**config.mk**
```make
export PLATFORM = sky130hd
export DESIGN_NAME = acm_resq
export DESIGN_NICKNAME = d
export VERILOG_FILES = /design/src/rtl/core/acm_pkg.sv /design/src/rtl/core/acm_resq.sv
export SDC_FILE = /design/constraint.sdc
export NUM_CORES = 1
export LEC_CHECK = 0
export BUFFER_PORTS_ARGS = -buffer_cell sky130_fd_sc_hd__buf_2
export CORE_UTILIZATION = 39
export DETAILED_ROUTE_END_ITERATION = 12
export HOLD_SLACK_MARGIN = 0.08
export SETUP_SLACK_MARGIN = 0.15
export SLEW_MARGIN = 5
export SYNTH_ARGS = -nofsm -noshare
export SYNTH_HDL_FRONTEND = slang
export SYNTH_SLANG_ARGS = --single-unit
```
**constraint.sdc**
```tcl
create_clock -name clk_i -period 2.35 [get_ports clk_i]
set_input_delay 0.1175 -clock clk_i [delete_from_list [all_inputs] [get_ports clk_i]]
set_output_delay 0.1175 -clock clk_i [all_outputs]
set_load 0.1 [all_outputs]
```
**src/rtl/core/acm_pkg.sv**
```systemverilog
// ----------------------------------------------------------------------------
// acm_pkg
// Shared types, field widths and codes of the Aho-Corasick trie matcher.
// ----------------------------------------------------------------------------
package acm_pkg;

  // Default sizes of the trie
  localparam int unsigned NODES_DEF    = 4096;
  localparam int unsigned ALPHABET_DEF = 26;

  // Fixed field widths
  localparam int unsigned CMD_W      = 3;
  localparam int unsigned SYM_W      = 5;
  localparam int unsigned NODE_OUT_W = 12;
  localparam int unsigned CNT_W      = 16;

  // Command codes as they arrive on the cmd field
  typedef enum logic [CMD_W-1:0] {
    CMD_INSERT = 3'd0,
    CMD_ERASE  = 3'd1,
    CMD_FIND   = 3'd2,
    CMD_BUILD  = 3'd3,
    CMD_SCAN   = 3'd4,
    CMD_CLEAR  = 3'd5
  } cmd_e;

  // Decoded operation handed from front to engine
  typedef enum logic [2:0] {
    OP_INSERT,
    OP_ERASE,
    OP_FIND,
    OP_BUILD,
    OP_SCAN,
    OP_CLEAR,
    OP_BAD
  } op_e;

  // Engine sequencer states
  typedef enum logic [4:0] {
    S_INIT,
    S_IDLE,
    S_W1,
    S_W2,
    S_SC1,
    S_SC2,
    S_BCLR,
    S_BINIT,
    S_BPOP,
    S_BX,
    S_BLX,
    S_BOR,
    S_BE1,
    S_BE2,
    S_BE3,
    S_BEND
  } eng_state_e;

  // Input item
  typedef struct packed {
    logic [CMD_W-1:0] cmd;
    logic [SYM_W-1:0] symbol;
    logic             last;
  } item_in_t;

  // Result item
  typedef struct packed {
    logic [NODE_OUT_W-1:0] node_reached;
    logic [CNT_W-1:0]      hit_count;
    logic                  found;
    logic                  error;
  } result_t;

  // Classified item between front and engine
  typedef struct packed {
    op_e              op;
    logic [SYM_W-1:0] sym;
    logic             sym_ok;
    logic             last;
  } op_t;

endpackage

```
**src/rtl/core/acm_resq.sv**
```systemverilog
// ----------------------------------------------------------------------------
// acm_resq
// Two-entry result queue between the engine and the result port.
// ----------------------------------------------------------------------------
module acm_resq (
  input  logic             clk_i,
  input  logic             rst_ni,
  input  logic             push_i,
  input  acm_pkg::result_t res_i,
  output logic             full_o,
  output logic             empty_o,
  input  logic             pop_i,
  output acm_pkg::result_t res_o
);
  import acm_pkg::*;

  result_t    slot_q [2];
  logic       wptr_q, rptr_q;
  logic [1:0] cnt_q, cnt_d;
  logic       do_pop;

  assign do_pop  = pop_i && (cnt_q != 2'd0);
  assign full_o  = (cnt_q == 2'd2);
  assign empty_o = (cnt_q == 2'd0);
  assign res_o   = slot_q[rptr_q];
  assign cnt_d   = cnt_q + {1'b0, push_i} - {1'b0, do_pop};

  // Pointers and fill level
  always_ff @(posedge clk_i or negedge rst_ni) begin
    if (!rst_ni) begin
      wptr_q <= 1'b0;
      rptr_q <= 1'b0;
      cnt_q  <= 2'd0;
    end else begin
      if (push_i) begin
        wptr_q <= ~wptr_q;
      end
      if (do_pop) begin
        rptr_q <= ~rptr_q;
      end
      cnt_q <= cnt_d;
    end
  end

  // Storage
  always_ff @(posedge clk_i) begin
    if (push_i) begin
      slot_q[wptr_q] <= res_i;
    end
  end

endmodule

```
==> impl_metrics.yaml <==
setup_path:
  slowest_stage: "dfrtp_1"
  critPathMaxFanout: 24
  critPathLaunch: "rptr_q"
  end_kind: "primary output"
  path_delay_family: "flip-flops"
  startpoint_type: "register"
  arrival_ps: 1700
  max_stage_delay_ps: 570
  path_class: "register to primary output"
  crit_buf_inv: 2
  crit_path_cell_trace: "buf_12 > mux2_2 > buf_12"
  critPathRequiredTime_ps: 2230
  crit_path_frequent_cell: "buf_12"
  r2r-start: "cnt_q[1]"
synthesis:
  synth_top_area_frac: 0.760
  syn-num-nets: 146
  synth_top_cell_by_area: "edfxtp_1"
  synth-seq-cells: 64
  synth-seq-area-share: 0.802
  synth_area_leaders: "edfxtp_1, mux2_2, dfrtp_1, buf_6, ha_1"
  yosysUniqueCellTypes: 12
  synth.avg_cell_area_um2: 21.6
  syn-cell-area_mm2: 0.00237
  synthCells: 110
  ys.warnings.count: 0
clock_network:
  clk_latency_ps: 320
  cts_tree: "yes"
  cts-htree-levels: 3
  cts_resized: 0
  clock_path_buffers: 2
  cts_buffers: 9
  cts_root_buffer: "clkbuf_8"
  clk_pin_slew_worst_paths_ps: 70
  numClockSinks: 64
place:
  gp_congestion: 0.669
  dpl.hpwl_mm: 2.86
  dpl_cell_area_mm2: 0.00326
  port_buffers: 65
sta:
  timing.final.crit_period_ps: 1820
  fmax_ghz: 0.550
  hold_viol: 0
  relSlewSlack: 0.680
  setup_viol: 0
  grt_setup_unrepaired: "no"
  finClkSkew_ps: 3.83
  drv_slew: 0
  tns_ps: 0
  whs_ps: 135
  period_share: 0.774
  tightest_slew_ps: 484
die:
  io_pins: 66
  start_util: 0.403
  die_width_um: 80.0
  die_y_um: 80.0
  core_area_mm2: 0.00589
  fp.dieArea_mm2: 0.00640
  rows: 28
worst_hold_path:
  hp-start: "pop_i"
  min_path_type: "input pin to register"
global_route:
  grt_max_degree: 25
  grt_remaining_overflow: 0
  track_usage: 0.150
  grt_pass1_wl_mm: 6.74
  grt_pass1_vias: 1435
  antenna_found_initial: 0
layout:
  nets: 255
  n_fill_cell: 425
  mostFrequentLayoutCells: "edfxtp_1, buf_2, dlygate4sd3_1"
  drive_above_1_share: 0.518
  antenna_cells: 0
  stdcell_area_mm2: 0.00380
  area_growth_pct: 60.1
  final_common_cell: "edfxtp_1"
detailed_routing:
  ant_nets: 0
  viasPerCell: 4.48
  drt_iter0_drc: 45
  vias: 1339
  firstDrtPassIters: 4
  routed_wl_mm: 4.34
  drc: 0
  avgRoutedWirePerCell_um: 14.5
outcome:
  run_status: "completed"
run:
  drv_cap: 0
## worst paths after layout
path,end,slack (ps),depth (start not counted)
min reg2reg,wptr_q,560,1
max in group asynchronous,wptr_q,2090,2
max,res_o[3],530,3
min in group asynchronous,rptr_q,140,2
max reg2reg,cnt_q[1],790,6
min,rptr_q,130,3
## what timing repair did
action / in CTS / in global routing
endpoints found under the hold margin: 66 / 0
setup buffers: 0 / 0
hold buffers: 32 / 0
## worst register-to-register path: cells and delay by family (launching register included)
kind / cells / cell delay [ps]
flip-flops: 1 / 430
XOR/XNOR: 2 / 310
buffers and inverters: 1 / 50
adder cells (fa/ha/maj): 2 / 470
AO/OA/AOI/OAI: 1 / 240
## logic make-up after synthesis
group / after synthesis / share of synthesized area
AND/OR/NAND/NOR: 4 / 0.00950
AO/OA/AOI/OAI: 1 / 0.00317
XOR/XNOR: 4 / 0.0148
multiplexers: 30 / 0.142
flip-flops: 64 / 0.802
adder cells (fa/ha/maj): 2 / 0.0106
buffers and inverters: 5 / 0.0174
## synth_stat cells
master,number
xor2_1,2
dfrtp_1,4
buf_6,3
inv_1,2
ha_1,2
nor2_1,1
edfxtp_1,60
xnor2_1,2
and2_1,1
mux2_2,30
o21a_1,1
nor2b_1,2
## state kept, by name (all words and copies together) (netlist names)
name,count
rptr_q,1
wptr_q,1
slot_q,60
cnt_q,2
## through the flow
step           utilization  cells  setup WS (ps)
5_1_grt              0.645    299            449
2_1_floorplan            -    110            176
3_5_place_dp         0.553    251            807
3_3_place_gp         0.553    251            879
4_1_cts              0.645    299            486
6_report             0.645    299            531
## routing by layer
| metal | GRT usage | wire (um) | part of all wire | vias to the layer above |
|---|---|---|---|---|
| met1 | 0.162 | 1640 | 0.38 | 647 |
| met5 | 0 | 0 | 0 | - |
| met4 | 0.0750 | 42 | 0.0097 | 0 |
| met3 | 0.0400 | 208 | 0.048 | 4 |
| met2 | 0.269 | 2450 | 0.56 | 45 |
| li1 | - | - | - | 643 |
## final cells by class
| class | count | area, um2 | area share |
|---|---|---|---|
| flip-flops and latches | 64 | 1900 | 0.501 |
| repair buffers | 101 | 1140 | 0.300 |
| multi-input cells | 41 | 435 | 0.115 |
| clock buffers | 9 | 124 | 0.0326 |
| clock inverters | 7 | 95.1 | 0.0250 |
| well taps | 75 | 93.8 | 0.0247 |
| inverters | 2 | 7.51 | 0.00198 |
Power is not shown: default switching activity piles up to over one toggle a cycle in this logic, so the estimate is an artifact.
