==> src/rtl/core/acm_pkg.sv <==
// ----------------------------------------------------------------------------
// acm_pkg
// Shared types, field widths and codes of the Aho-Corasick trie matcher.
// ----------------------------------------------------------------------------
package acm_pkg;

  // Default sizes of the trie
  localparam int unsigned NODES_DEF    = 4096;
  localparam int unsigned ALPHABET_DEF = 26;

  // Fixed field widths
  localparam int unsigned CMD_W      = 3;
  localparam int unsigned SYM_W      = 5;
  localparam int unsigned NODE_OUT_W = 12;
  localparam int unsigned CNT_W      = 16;

  // Command codes as they arrive on the cmd field
  typedef enum logic [CMD_W-1:0] {
    CMD_INSERT = 3'd0,
    CMD_ERASE  = 3'd1,
    CMD_FIND   = 3'd2,
    CMD_BUILD  = 3'd3,
    CMD_SCAN   = 3'd4,
    CMD_CLEAR  = 3'd5
  } cmd_e;

  // Decoded operation handed from front to engine
  typedef enum logic [2:0] {
    OP_INSERT,
    OP_ERASE,
    OP_FIND,
    OP_BUILD,
    OP_SCAN,
    OP_CLEAR,
    OP_BAD
  } op_e;

  // Engine sequencer states
  typedef enum logic [4:0] {
    S_INIT,
    S_IDLE,
    S_W1,
    S_W2,
    S_SC1,
    S_SC2,
    S_BCLR,
    S_BINIT,
    S_BPOP,
    S_BX,
    S_BLX,
    S_BOR,
    S_BE1,
    S_BE2,
    S_BE3,
    S_BEND
  } eng_state_e;

  // Input item
  typedef struct packed {
    logic [CMD_W-1:0] cmd;
    logic [SYM_W-1:0] symbol;
    logic             last;
  } item_in_t;

  // Result item
  typedef struct packed {
    logic [NODE_OUT_W-1:0] node_reached;
    logic [CNT_W-1:0]      hit_count;
    logic                  found;
    logic                  error;
  } result_t;

  // Classified item between front and engine
  typedef struct packed {
    op_e              op;
    logic [SYM_W-1:0] sym;
    logic             sym_ok;
    logic             last;
  } op_t;

endpackage

==> src/rtl/core/acm_front.sv <==
// ----------------------------------------------------------------------------
// acm_front
// Accepts items, decodes the command, checks the symbol range and holds the
// classified items in a two-entry queue for the engine.
// ----------------------------------------------------------------------------
module acm_front #(
  parameter int unsigned ALPHABET = acm_pkg::ALPHABET_DEF
) (
  input  logic             clk_i,
  input  logic             rst_ni,
  input  logic             push_i,
  input  acm_pkg::item_in_t item_i,
  output logic             full_o,
  output logic             op_valid_o,
  output acm_pkg::op_t     op_o,
  input  logic             op_pop_i
);
  import acm_pkg::*;

  op_t        dec;
  op_t        slot_q [2];
  logic       wptr_q, wptr_d, rptr_q, rptr_d;
  logic [1:0] cnt_q, cnt_d;
  logic       do_pop;

  // Classify the incoming item
  always_comb begin
    dec.sym    = item_i.symbol;
    dec.last   = item_i.last;
    dec.sym_ok = (32'(item_i.symbol) < 32'(ALPHABET));
    unique case (item_i.cmd)
      CMD_INSERT: dec.op = OP_INSERT;
      CMD_ERASE:  dec.op = OP_ERASE;
      CMD_FIND:   dec.op = OP_FIND;
      CMD_BUILD:  dec.op = OP_BUILD;
      CMD_SCAN:   dec.op = OP_SCAN;
      CMD_CLEAR:  dec.op = OP_CLEAR;
      default:    dec.op = OP_BAD;
    endcase
  end

  // Queue pointers
  assign do_pop     = op_pop_i && (cnt_q != 2'd0);
  assign full_o     = (cnt_q == 2'd2);
  assign op_valid_o = (cnt_q != 2'd0);
  assign op_o       = slot_q[rptr_q];

  always_comb begin
    wptr_d = wptr_q;
    rptr_d = rptr_q;
    cnt_d  = cnt_q;
    if (push_i) begin
      wptr_d = ~wptr_q;
    end
    if (do_pop) begin
      rptr_d = ~rptr_q;
    end
    cnt_d = cnt_q + {1'b0, push_i} - {1'b0, do_pop};
  end

  always_ff @(posedge clk_i or negedge rst_ni) begin
    if (!rst_ni) begin
      wptr_q <= 1'b0;
      rptr_q <= 1'b0;
      cnt_q  <= 2'd0;
    end else begin
      wptr_q <= wptr_d;
      rptr_q <= rptr_d;
      cnt_q  <= cnt_d;
    end
  end

  // Queue storage
  always_ff @(posedge clk_i) begin
    if (push_i) begin
      slot_q[wptr_q] <= dec;
    end
  end

endmodule

==> config.mk <==
export PLATFORM = sky130hd
export DESIGN_NAME = acm_front
export DESIGN_NICKNAME = d
export VERILOG_FILES = /design/src/rtl/core/acm_pkg.sv /design/src/rtl/core/acm_front.sv
export SDC_FILE = /design/constraint.sdc
export NUM_CORES = 1
export LEC_CHECK = 0
export ABC_AREA = 1
export BUFFER_PORTS_ARGS = -buffer_cell sky130_fd_sc_hd__buf_2
export CORE_MARGIN = 2
export CORE_UTILIZATION = 39
export DETAILED_ROUTE_END_ITERATION = 12
export GPL_TIMING_DRIVEN = 1
export PLACE_DENSITY = 0.71
export SLEW_MARGIN = 25
export SYNTH_ARGS = -nofsm -noshare
export SYNTH_HDL_FRONTEND = slang
export SYNTH_SLANG_ARGS = --single-unit
==> constraint.sdc <==
create_clock -name clk_i -period 1.75 [get_ports clk_i]
set_input_delay 0.0875 -clock clk_i [delete_from_list [all_inputs] [get_ports clk_i]]
set_output_delay 0.0875 -clock clk_i [all_outputs]
set_load 0.05 [all_outputs]
==> results of run 1 <==
## Yosys cell counts (all sizes together)
library cell  number  share of area
a21boi             1         0.0077
o211ai             1         0.0077
nand2             40           0.16
edfxtp            20           0.61
nand3              2          0.010
buf                2          0.019
clkbuf             2         0.0077
inv                9          0.034
xor2               1         0.0089
dfrtp              4           0.10
ha                 2          0.026
nor2               2         0.0077
## stage by stage
stage	std cells	utilization	hold slack [ns]	power, uW	area, sq um
2_1_floorplan	86	-	-0.2081	1704	979.7
3_3_place_gp	138	0.4630	-0.1009	1890	1126
3_5_place_dp	138	0.4630	-0.09967	1917	1126
4_1_cts	152	0.5257	0.01153	2316	1279
5_1_grt	152	0.5257	0.01697	2439	1279
6_report	152	0.5257	0.01648	2302	1279
## report_power, final
group / leakage [uW] / switching (uW) / total (uW) / internal (uW)
logic: 0.000341 / 807 / 1060 / 253
registers: 0.000234 / 79.2 / 850 / 771
clock network: 0.0000279 / 160 / 392 / 232
## cell type report
| cell class | count | area [sq um] |
|---|---|---|
| clock buffer | 3 | 22.52 |
| multi-input combinational | 49 | 219.0 |
| clock inverter | 1 | 30.03 |
| timing repair buffer | 36 | 235.2 |
| inverter | 9 | 33.78 |
| sequential | 24 | 700.7 |
| fill | 216 | 1154 |
| tap | 30 | 37.54 |
## kinds of logic (layout without fill, tap and decap cells)
logic type                 Yosys count  in the layout  share of synthesized area
AOI/OAI and AO/OA                    2              2                    0.01533
xor gates and xnor gates             1              1                   0.008942
buffers and inverters               13             49                    0.06131
and+or+nand+nor                     44             44                     0.1737
adders and majority gates            2              2                    0.02554
DFF                                 24             24                     0.7152
## registers in the layout, summed over array words and instances (netlist names)
signal / count
cnt_q: 2
rptr_q: 1
slot_q: 20
wptr_q: 1
## timing repair
action,in CTS,in global routing
hold buffers,10,0
resized for setup,0,0
endpoints found under the hold margin,21,0
buffers inserted,0,0
## final timing paths
| check | depth (start not counted) | startpoint | slack (ns) | end |
|---|---|---|---|---|
| max | 4 | rptr_q$_DFFE_PN0P_ | 0.16 | op_o[7] |
| min | 3 | op_pop_i | 0.02 | rptr_q$_DFFE_PN0P_ |
| max reg2reg | 9 | cnt_q[1]$_DFF_PN0_ | 0.34 | cnt_q[1]$_DFF_PN0_ |
| min reg2reg | 1 | wptr_q$_DFFE_PN0P_ | 0.50 | wptr_q$_DFFE_PN0P_ |
| max in group asynchronous | 2 | rst_ni | 1.54 | wptr_q$_DFFE_PN0P_ |
| min in group asynchronous | 2 | rst_ni | 0.09 | cnt_q[1]$_DFF_PN0_ |
## routing by layer
layer	GRT usage	share of wire
met5	0	0
met2	0.2068	0.54
met1	0.1343	0.40
met3	0.02500	0.040
met4	0.08750	0.023
## critical path, cell delays in order, from the launching register on
cell and delay [ns]:
dfrtp_1 0.55, inv_2 0.23, nand2_1 0.08, nand2_1 0.07, buf_2 0.26
==> reports/qor.yml, run 1 <==
grt_max_degree: 15
syn_area_sq_um: 979.7
start_util: 0.4028
dr_total_vias: 647
yosysWarnings: 0
setup_slack_ns: 0.1589
grt_remaining_overflow: 0
drive_gt1_frac: 0.2623
root_buffer: "clkbuf_4"
first_pass_iters: 4
final_common_cell: "nand2_1"
setup-tns-final_ns: 0
setup_viol: 0
grt_usage: 0.1220
wl_mm: 1.537
cp-end-kind: "output port"
crit_type: "reg -> out"
io_pins: 25
p_per_area_nw_per_um2: 1800
io_buffers: 24
syn_to_final_growth_pct: 30.52
antenna_found_initial: 0
relSlewSlack: 0.7356
die_width_microns: 54.12
core_sq_um: 2432
drt_first_iter_violations: 14
gp_congestion: 0.7073
rows: 18
drtAntennaViolNets: 0
syn_nets: 101
die_h_microns: 54.12
synth_seq_cells: 24
yosys.cell_types.count: 15
max_freq_mhz: 628.5
p_leak_uw: 0.0006028
grt_setup_unrepaired: "no"
clkLatencyLatePin_ns: 0.32
cts_max_level: 1
drt-vias-per-instance: 4.257
maxCapViolations: 0
antenna_cells: 0
crit_fanout: 12
crit_required_ns: 1.66
status: "completed"
fin_skew_ns: 0.004474
seq_area_frac_synth: 0.7152
peakVddDrop_mv: 0.8294
final_nets: 138
die_area_sq_um: 2929
synth_cells: 86
clock-sinks: 24
clk_pin_slew_ns: 0.12
cts_tree: "built"
slew_violations: 0
cts_buffer_depth: 2
syn_area_per_cell_sq_um: 11.39
route.detailed.drc: 0
hold_violations: 0
wl_per_cell_microns: 10.11
cts_inserted_buffers: 3
layout_common_cells: "39 x nand2_1, 24 x buf_2, 20 x edfxtp_1"
hold_path_class: "in -> reg"
arrival_ns: 1.50
tightest_slew_ns: 0.3966
dp_hpwl_mm: 1.070
grt_pass1_vias: 611
min_period_ns: 1.591
start_kind: "flip-flop"
post-place-ws_ns: 0.3510
grt_first_pass_wirelength_mm: 2.442
period_share: 0.9092
No activity file was read; power rests on OpenSTA's default activity.
==> run 2, diff against run 1 <==
--- a/config.mk
+++ b/config.mk
@@ -5,13 +5,13 @@
 export SDC_FILE = /design/constraint.sdc
 export NUM_CORES = 1
 export LEC_CHECK = 0
-export ABC_AREA = 1
 export BUFFER_PORTS_ARGS = -buffer_cell sky130_fd_sc_hd__buf_2
 export CORE_MARGIN = 2
 export CORE_UTILIZATION = 39
 export DETAILED_ROUTE_END_ITERATION = 12
 export GPL_TIMING_DRIVEN = 1
 export PLACE_DENSITY = 0.71
+export REMOVE_ABC_BUFFERS = 1
 export SLEW_MARGIN = 25
 export SYNTH_ARGS = -nofsm -noshare
 export SYNTH_HDL_FRONTEND = slang
==> run 2 against run 1 <==
Net effect:
- first-iteration DRC count fell by 93%
- core utilization fell by 0.26 points
- sequential share of layout area rose by 0.37 points
- total power is 7.0% lower
- critical path depth down 1
- synthesized cell count shrank 40%
- die area is 0.11% higher
- final area is 0.49% lower
- critical path type unchanged
- critical endpoint is now op_o[1]
==> reports/qor.yml, run 2 <==
io_buffers: 24  # unchanged
max_freq_mhz: 628.5  # about the same
top_regs: "slot_q x20, cnt_q x2"
fill_cells: 212  # -1.9%
drt_first_iter_violations: 1  # -13
period_share: 0.9093  # about the same
drive_gt1_frac: 0.4719  # +0.2096
tightest_slew_ns: 0.4682  # +0.07164 ns
syn_to_final_growth_pct: 29.72
grt_first_pass_wirelength_mm: 2.125  # -13%
io_pins: 25  # unchanged
final_util: 0.5231  # -0.002572
rows: 18  # unchanged
setup-tns-final_ns: 0  # unchanged
crit_required_ns: 1.66  # about the same
grt_busiest_layer: "met2"
reg2reg_depth: 6  # -3
drt-vias-per-instance: 4.487  # +5.4%
hold_violations: 0  # unchanged
cts_max_level: 1  # unchanged
rrSetupSlack_ns: 0.26  # -0.08 ns
min_period_ns: 1.591  # +0.0001640 ns
crit_type: "reg -> out"
hold_path_class: "in -> reg"
die_h_microns: 54.15  # about the same
synth_flop_cell: "edfxtp_1"
wl_mm: 1.401  # -8.8%
layout_common_cells: "24 x buf_2, 20 x edfxtp_1, 10 x dlygate4sd3_1"
r2r-start: "cnt_q[1]$_DFF_PN0_"
largest_reg_flops: 20  # unchanged
synth.top_cell.area_share: 0.6122  # -0.0007819
drtAntennaViolNets: 0  # unchanged
synth-edff-count: 20  # unchanged
area.sequential_sq_um: 701.9  # +0.18%
min-delay-start: "op_pop_i"
start_util: 0.4033  # +0.0005143
setup_viol: 0  # unchanged
r2r-end: "cnt_q[1]$_DFF_PN0_"
cts_buffer_depth: 2  # unchanged
first_pass_iters: 2  # -2
hold_depth: 3  # unchanged
grt.met3_usage: 0.01667  # -0.008333
multiInputGateArea_sq_um: 254.0  # +16%
die_width_microns: 54.15  # about the same
start_kind: "flip-flop"
core_sq_um: 2432  # unchanged
slew_violations: 0  # unchanged
gp_congestion: 0.6586  # -6.9%
grt_max_degree: 14  # -1
grt_pass1_vias: 488  # -20%
cts_tree: "built"
p_per_area_nw_per_um2: 1682  # -6.6%
regMostFlops: "slot_q"
grt_usage: 0.1098  # -0.01217
crit_fanout: 6  # -6
grt_setup_unrepaired: "no"
clkLatencyLatePin_ns: 0.30  # -0.02 ns
p_leak_uw: 0.0005301  # -12%
netlist_top_cells_count: "20 x edfxtp_1, 9 x mux2_4, 4 x dfrtp_1"
clock-sinks: 24  # unchanged
relSlewSlack: 0.6879  # -0.04776
yosysWarnings: 0  # unchanged
holdPathEnd: "rptr_q$_DFFE_PN0P_"
wl_per_cell_microns: 11.77  # +16%
antenna_cells: 0  # unchanged
final_nets: 105  # -24%
yosysTopAreaCell: "edfxtp_1"
die_area_sq_um: 2932  # +0.11%
synth_seq_cells: 24  # unchanged
status: "completed"
postSynth.asyncResetShare: 0.1667  # unchanged
cts_inserted_buffers: 3  # unchanged
dp_hpwl_mm: 1.023  # -4.5%
grt_remaining_overflow: 0  # unchanged
final_common_cell: "buf_2"
antenna_found_initial: 0  # unchanged
maxCapViolations: 0  # unchanged
met2_usage: 0.1747  # -0.03213
yosys.cell_count.top_type: "edfxtp_1"
root_buffer: "clkbuf_4"
cp-end-kind: "output port"
syn_area_per_cell_sq_um: 18.86  # +66%
synth.area.top_cells: "edfxtp_1 61%, mux2_4 14%, dfrtp_1 10%"
yosys.cell_types.count: 16  # +1
met1_usage: 0.1257  # -0.008628
peakVddDrop_mv: 0.8417  # +1.5%
arrival_ns: 1.50  # about the same
postCtsSetupBuffers: 0  # unchanged
clk_pin_slew_ns: 0.12  # about the same
dr_total_vias: 534  # -17%
synth_cells: 52  # -40%
fin_skew_ns: 0.001486  # -0.002988 ns
route.detailed.drc: 0  # unchanged
seq_area_frac_synth: 0.7143  # -0.0009122
syn_area_sq_um: 980.9  # +0.13%
[run 2: cell count changes after synthesis, sizes merged, moves of 2 or more]
cell	before	now
nand2	40	0
mux2	0	10
inv	9	2
nand3	2	0
nor2	2	0
nor2b	0	2
xnor2	0	2
[run 2: power breakdown]
group / switching (uW) / internal, uW
registers: 82.7 / 777
clock network: 152 / 127
logic: 638 / 364
[run 2: critical path, cell delays in order, from the launching register on]
cell	delay (ns)
dfrtp_2	0.48
buf_4	0.21
mux2_4	0.31
buf_2	0.21
[run 2: repair_timing]
action,CTS,global route
hold buffers,10,0
endpoints found under the hold margin,21,0
setup endpoints to repair,0,6
gates resized for setup,0,1
[run 2: per-stage QoR]
| step | total power (uW) | std cells | cell area, sq um | setup slack (ns) | hold slack (ns) |
|---|---|---|---|---|---|
| 2_1_floorplan | 1669 | 49 | 962.2 | 0.3248 | -0.2081 |
| 3_3_place_gp | 1856 | 105 | 1135 | 0.3014 | -0.1021 |
| 3_5_place_dp | 1876 | 105 | 1135 | 0.2704 | -0.09968 |
| 4_1_cts | 2172 | 119 | 1271 | 0.02534 | 0.08204 |
| 5_1_grt | 2267 | 119 | 1272 | 0.08478 | 0.09406 |
| 6_report | 2140 | 119 | 1272 | 0.1588 | 0.09685 |
[run 2: cell type report]
cell class	count	share of cell area
clock buffers	4	0.02852
inverters	2	0.005900
multi-input cells	23	0.1996
flip-flops and latches	24	0.5516
well taps	30	0.02950
repair buffers	36	0.1849
[run 2: routing by layer]
metal | wire length, microns | share of wire
met5 | 0 | 0
met4 | 27 | 0.019
met3 | 71 | 0.051
met1 | 565 | 0.40
met2 | 737 | 0.53
[run 2: cells by family (layout without fill, tap and decap cells)]
logic type | count (synthesis) | after routing | synth area share
and+or+nand+nor | 4 | 4 | 0.02552
muxes | 10 | 10 | 0.1492
AOI/OAI and AO/OA | 3 | 3 | 0.02297
xor gates and xnor gates | 4 | 4 | 0.03572
adders and majority gates | 2 | 2 | 0.02551
buffers and inverters | 5 | 42 | 0.02679
DFF | 24 | 24 | 0.7143
[run 2: worst max-delay path by stage]
stage                       start            endpoint  cells after the start
2_1_floorplan  cnt_q[1]$_DFF_PN0_  cnt_q[1]$_DFF_PN0_                      6
3_3_place_gp   cnt_q[1]$_DFF_PN0_  cnt_q[1]$_DFF_PN0_                      6
3_5_place_dp   cnt_q[1]$_DFF_PN0_  cnt_q[1]$_DFF_PN0_                      6
4_1_cts        rptr_q$_DFFE_PN0P_             op_o[1]                      3
5_1_grt        rptr_q$_DFFE_PN0P_             op_o[1]                      3
6_report       rptr_q$_DFFE_PN0P_             op_o[1]                      3
==> run 3, diff against run 2 <==
--- a/config.mk
+++ b/config.mk
@@ -6,6 +6,7 @@
 export NUM_CORES = 1
 export LEC_CHECK = 0
 export BUFFER_PORTS_ARGS = -buffer_cell sky130_fd_sc_hd__buf_2
+export CORE_ASPECT_RATIO = 1.75
 export CORE_MARGIN = 2
 export CORE_UTILIZATION = 39
 export DETAILED_ROUTE_END_ITERATION = 12
==> constraint.sdc (replaced) <==
create_clock -name clk_i -period 1.7 [get_ports clk_i]
set_input_delay 0.085 -clock clk_i [delete_from_list [all_inputs] [get_ports clk_i]]
set_output_delay 0.085 -clock clk_i [all_outputs]
set_load 0.05 [all_outputs]
==> run 3 against run 2 <==
Net effect:
- cell count shrank 11%
- clock power rose by 30%
- largest cell class unchanged
- highest routed layer unchanged
- critical endpoint is now cnt_q[1]$_DFF_PN0_
- hold slack worse by 0.085 ns
- global-route usage shrank 1.2 points
- final area is 6.0% lower
- sequential power up 7.2%
- die area increased by 0.54%
- core utilization is 3.1 points lower
==> reports/qor.yml, run 3 (same netlist as run 2, synthesis figures left out) <==
final_common_cell: "buf_2"
clkLatencyLatePin_ns: 0.26  # -0.04 ns
gp_congestion: 0.6716  # +2.0%
reg2reg_depth: 6  # unchanged
crit_fanout: 4  # -2
drt_first_iter_violations: 14  # +13
antenna_cells: 0  # unchanged
drtAntennaViolNets: 0  # unchanged
die_area_sq_um: 2948  # +0.54%
final_util: 0.4918  # -0.03138
io_buffers: 24  # unchanged
max_freq_mhz: 650.8
cts_tree: "built"
setup-tns-final_ns: 0  # unchanged
worstSetupStartpoint: "cnt_q[1]$_DFF_PN0_"
cts_inserted_buffers: 3  # unchanged
die_h_microns: 70.35  # +30%
holdPathEnd: "slot_q[0][2]$_DFFE_PP_"
regMostFlops: "slot_q"
hold_depth: 1  # -2
wl_per_cell_microns: 12.80  # +8.7%
min_period_ns: 1.537
setup_viol: 0  # unchanged
rows: 24  # +6
p_per_area_nw_per_um2: 1905  # +13%
dp_hpwl_mm: 1.071  # +4.7%
start_kind: "flip-flop"
relSlewSlack: 0.6983  # +0.01040
r2r-end: "cnt_q[1]$_DFF_PN0_"
io_pins: 25  # unchanged
grt_setup_unrepaired: "no"
power_uw: 2279  # +6.5%
hold_violations: 0  # unchanged
clock-sinks: 24  # unchanged
final_nets: 96  # -8.6%
arrival_ns: 1.72  # +0.22 ns
die_width_microns: 41.91  # -23%
setup_slack_ns: 0.1635  # +0.004706 ns
tightest_slew_ns: 0.4526  # -0.01560 ns
grt_pass1_vias: 532  # +9.0%
p_leak_uw: 0.0005002  # -5.6%
largest_reg_flops: 20  # unchanged
clk_pin_slew_ns: 0.08  # -0.04 ns
antenna_found_initial: 0  # unchanged
top_regs: "slot_q x20, cnt_q x2"
wl_mm: 1.357  # -3.1%
period_share: 0.9038
slew_violations: 0  # unchanged
route.detailed.drc: 0  # unchanged
start_util: 0.4033  # unchanged
grt_first_pass_wirelength_mm: 2.180  # +2.6%
maxCapViolations: 0  # unchanged
peakVddDrop_mv: 0.8809  # +4.7%
fin_skew_ns: 0.004548  # +0.003062 ns
grt_remaining_overflow: 0  # unchanged
r2r-start: "cnt_q[1]$_DFF_PN0_"
min-delay-start: "item_i[1]"
syn_to_final_growth_pct: 21.94
dr_total_vias: 502  # -6.0%
cts_max_level: 1  # unchanged
crit_required_ns: 1.88  # +0.22 ns
grt_max_degree: 14  # unchanged
drt-vias-per-instance: 4.736  # +5.5%
status: "completed"
rrSetupSlack_ns: 0.16  # -0.10 ns
post-place-ws_ns: 0.1662  # -0.1042 ns
drive_gt1_frac: 0.5250  # +0.05309
crit_type: "reg -> reg"
cp-end-kind: "flip-flop"
first_pass_iters: 3  # +1
grt_usage: 0.09819  # -0.01162
layout_common_cells: "24 x buf_2, 20 x edfxtp_1, 9 x mux2_4"
postCtsSetupBuffers: 0  # unchanged
cts_buffer_depth: 2  # unchanged
core_sq_um: 2432  # unchanged
root_buffer: "clkbuf_8"
hold_path_class: "in -> reg"
[run 3: changes by cell type in the layout (fill, tap and decap cells not counted)]
cell           change
clkbuf_4           -3
clkbuf_8           +3
dlygate4sd3_1      -9
[run 3: repair_timing]
item                                    CTS  global route
gates resized for setup                   1             0
endpoints found under the hold margin     4             0
hold buffers                              1             0
endpoints found under the setup margin    1             0
[run 3: power by group]
part           internal (uW)  switching [uW]  leakage (uW)
combinational            363             633      0.000240
clock                    206             157     0.0000288
sequential               800             121      0.000232
[run 3: per-stage QoR]
stage | area [sq um] | std cells | hold slack [ns]
6_report | 1196 | 106 | 0.01140
5_1_grt | 1196 | 106 | 0.007898
3_5_place_dp | 1130 | 101 | -0.1058
3_3_place_gp | 1130 | 101 | -0.1057
4_1_cts | 1196 | 106 | 0.008836
2_1_floorplan | 962.2 | 49 | -0.2106
[run 3: routing by layer]
layer  vias up  GRT usage  part of all wire
met5         -          0                 0
met4         0    0.06452             0.025
met3         5    0.01809             0.033
met2        14     0.1910              0.59
met1       238    0.08419              0.35
li1        245          -                 -
[run 3: worst max-delay path by stage]
stage | to | cells after the start
after CTS | cnt_q[1]$_DFF_PN0_ | 6
after global routing | cnt_q[1]$_DFF_PN0_ | 6
after floorplan | cnt_q[1]$_DFF_PN0_ | 6
after detailed placement | cnt_q[1]$_DFF_PN0_ | 6
final | cnt_q[1]$_DFF_PN0_ | 6
after global placement | cnt_q[1]$_DFF_PN0_ | 6
[run 3: area by class of cell]
cell class / count / area, sq um
Inverter: 2 / 7.507
Clock buffer: 4 / 55.05
Fill cell: 207 / 1236
Multi-Input combinational cell: 23 / 254.0
Timing Repair Buffer: 27 / 145.1
Tap cell: 26 / 32.53
Sequential cell: 24 / 701.9
[run 3: critical path, stage by stage, from the launching register on]
cell and delay (ns):
dfrtp_1 0.42, o21a_1 0.23, ha_1 0.27, inv_1 0.04
ha_1 0.18, xnor2_1 0.19, xnor2_1 0.14
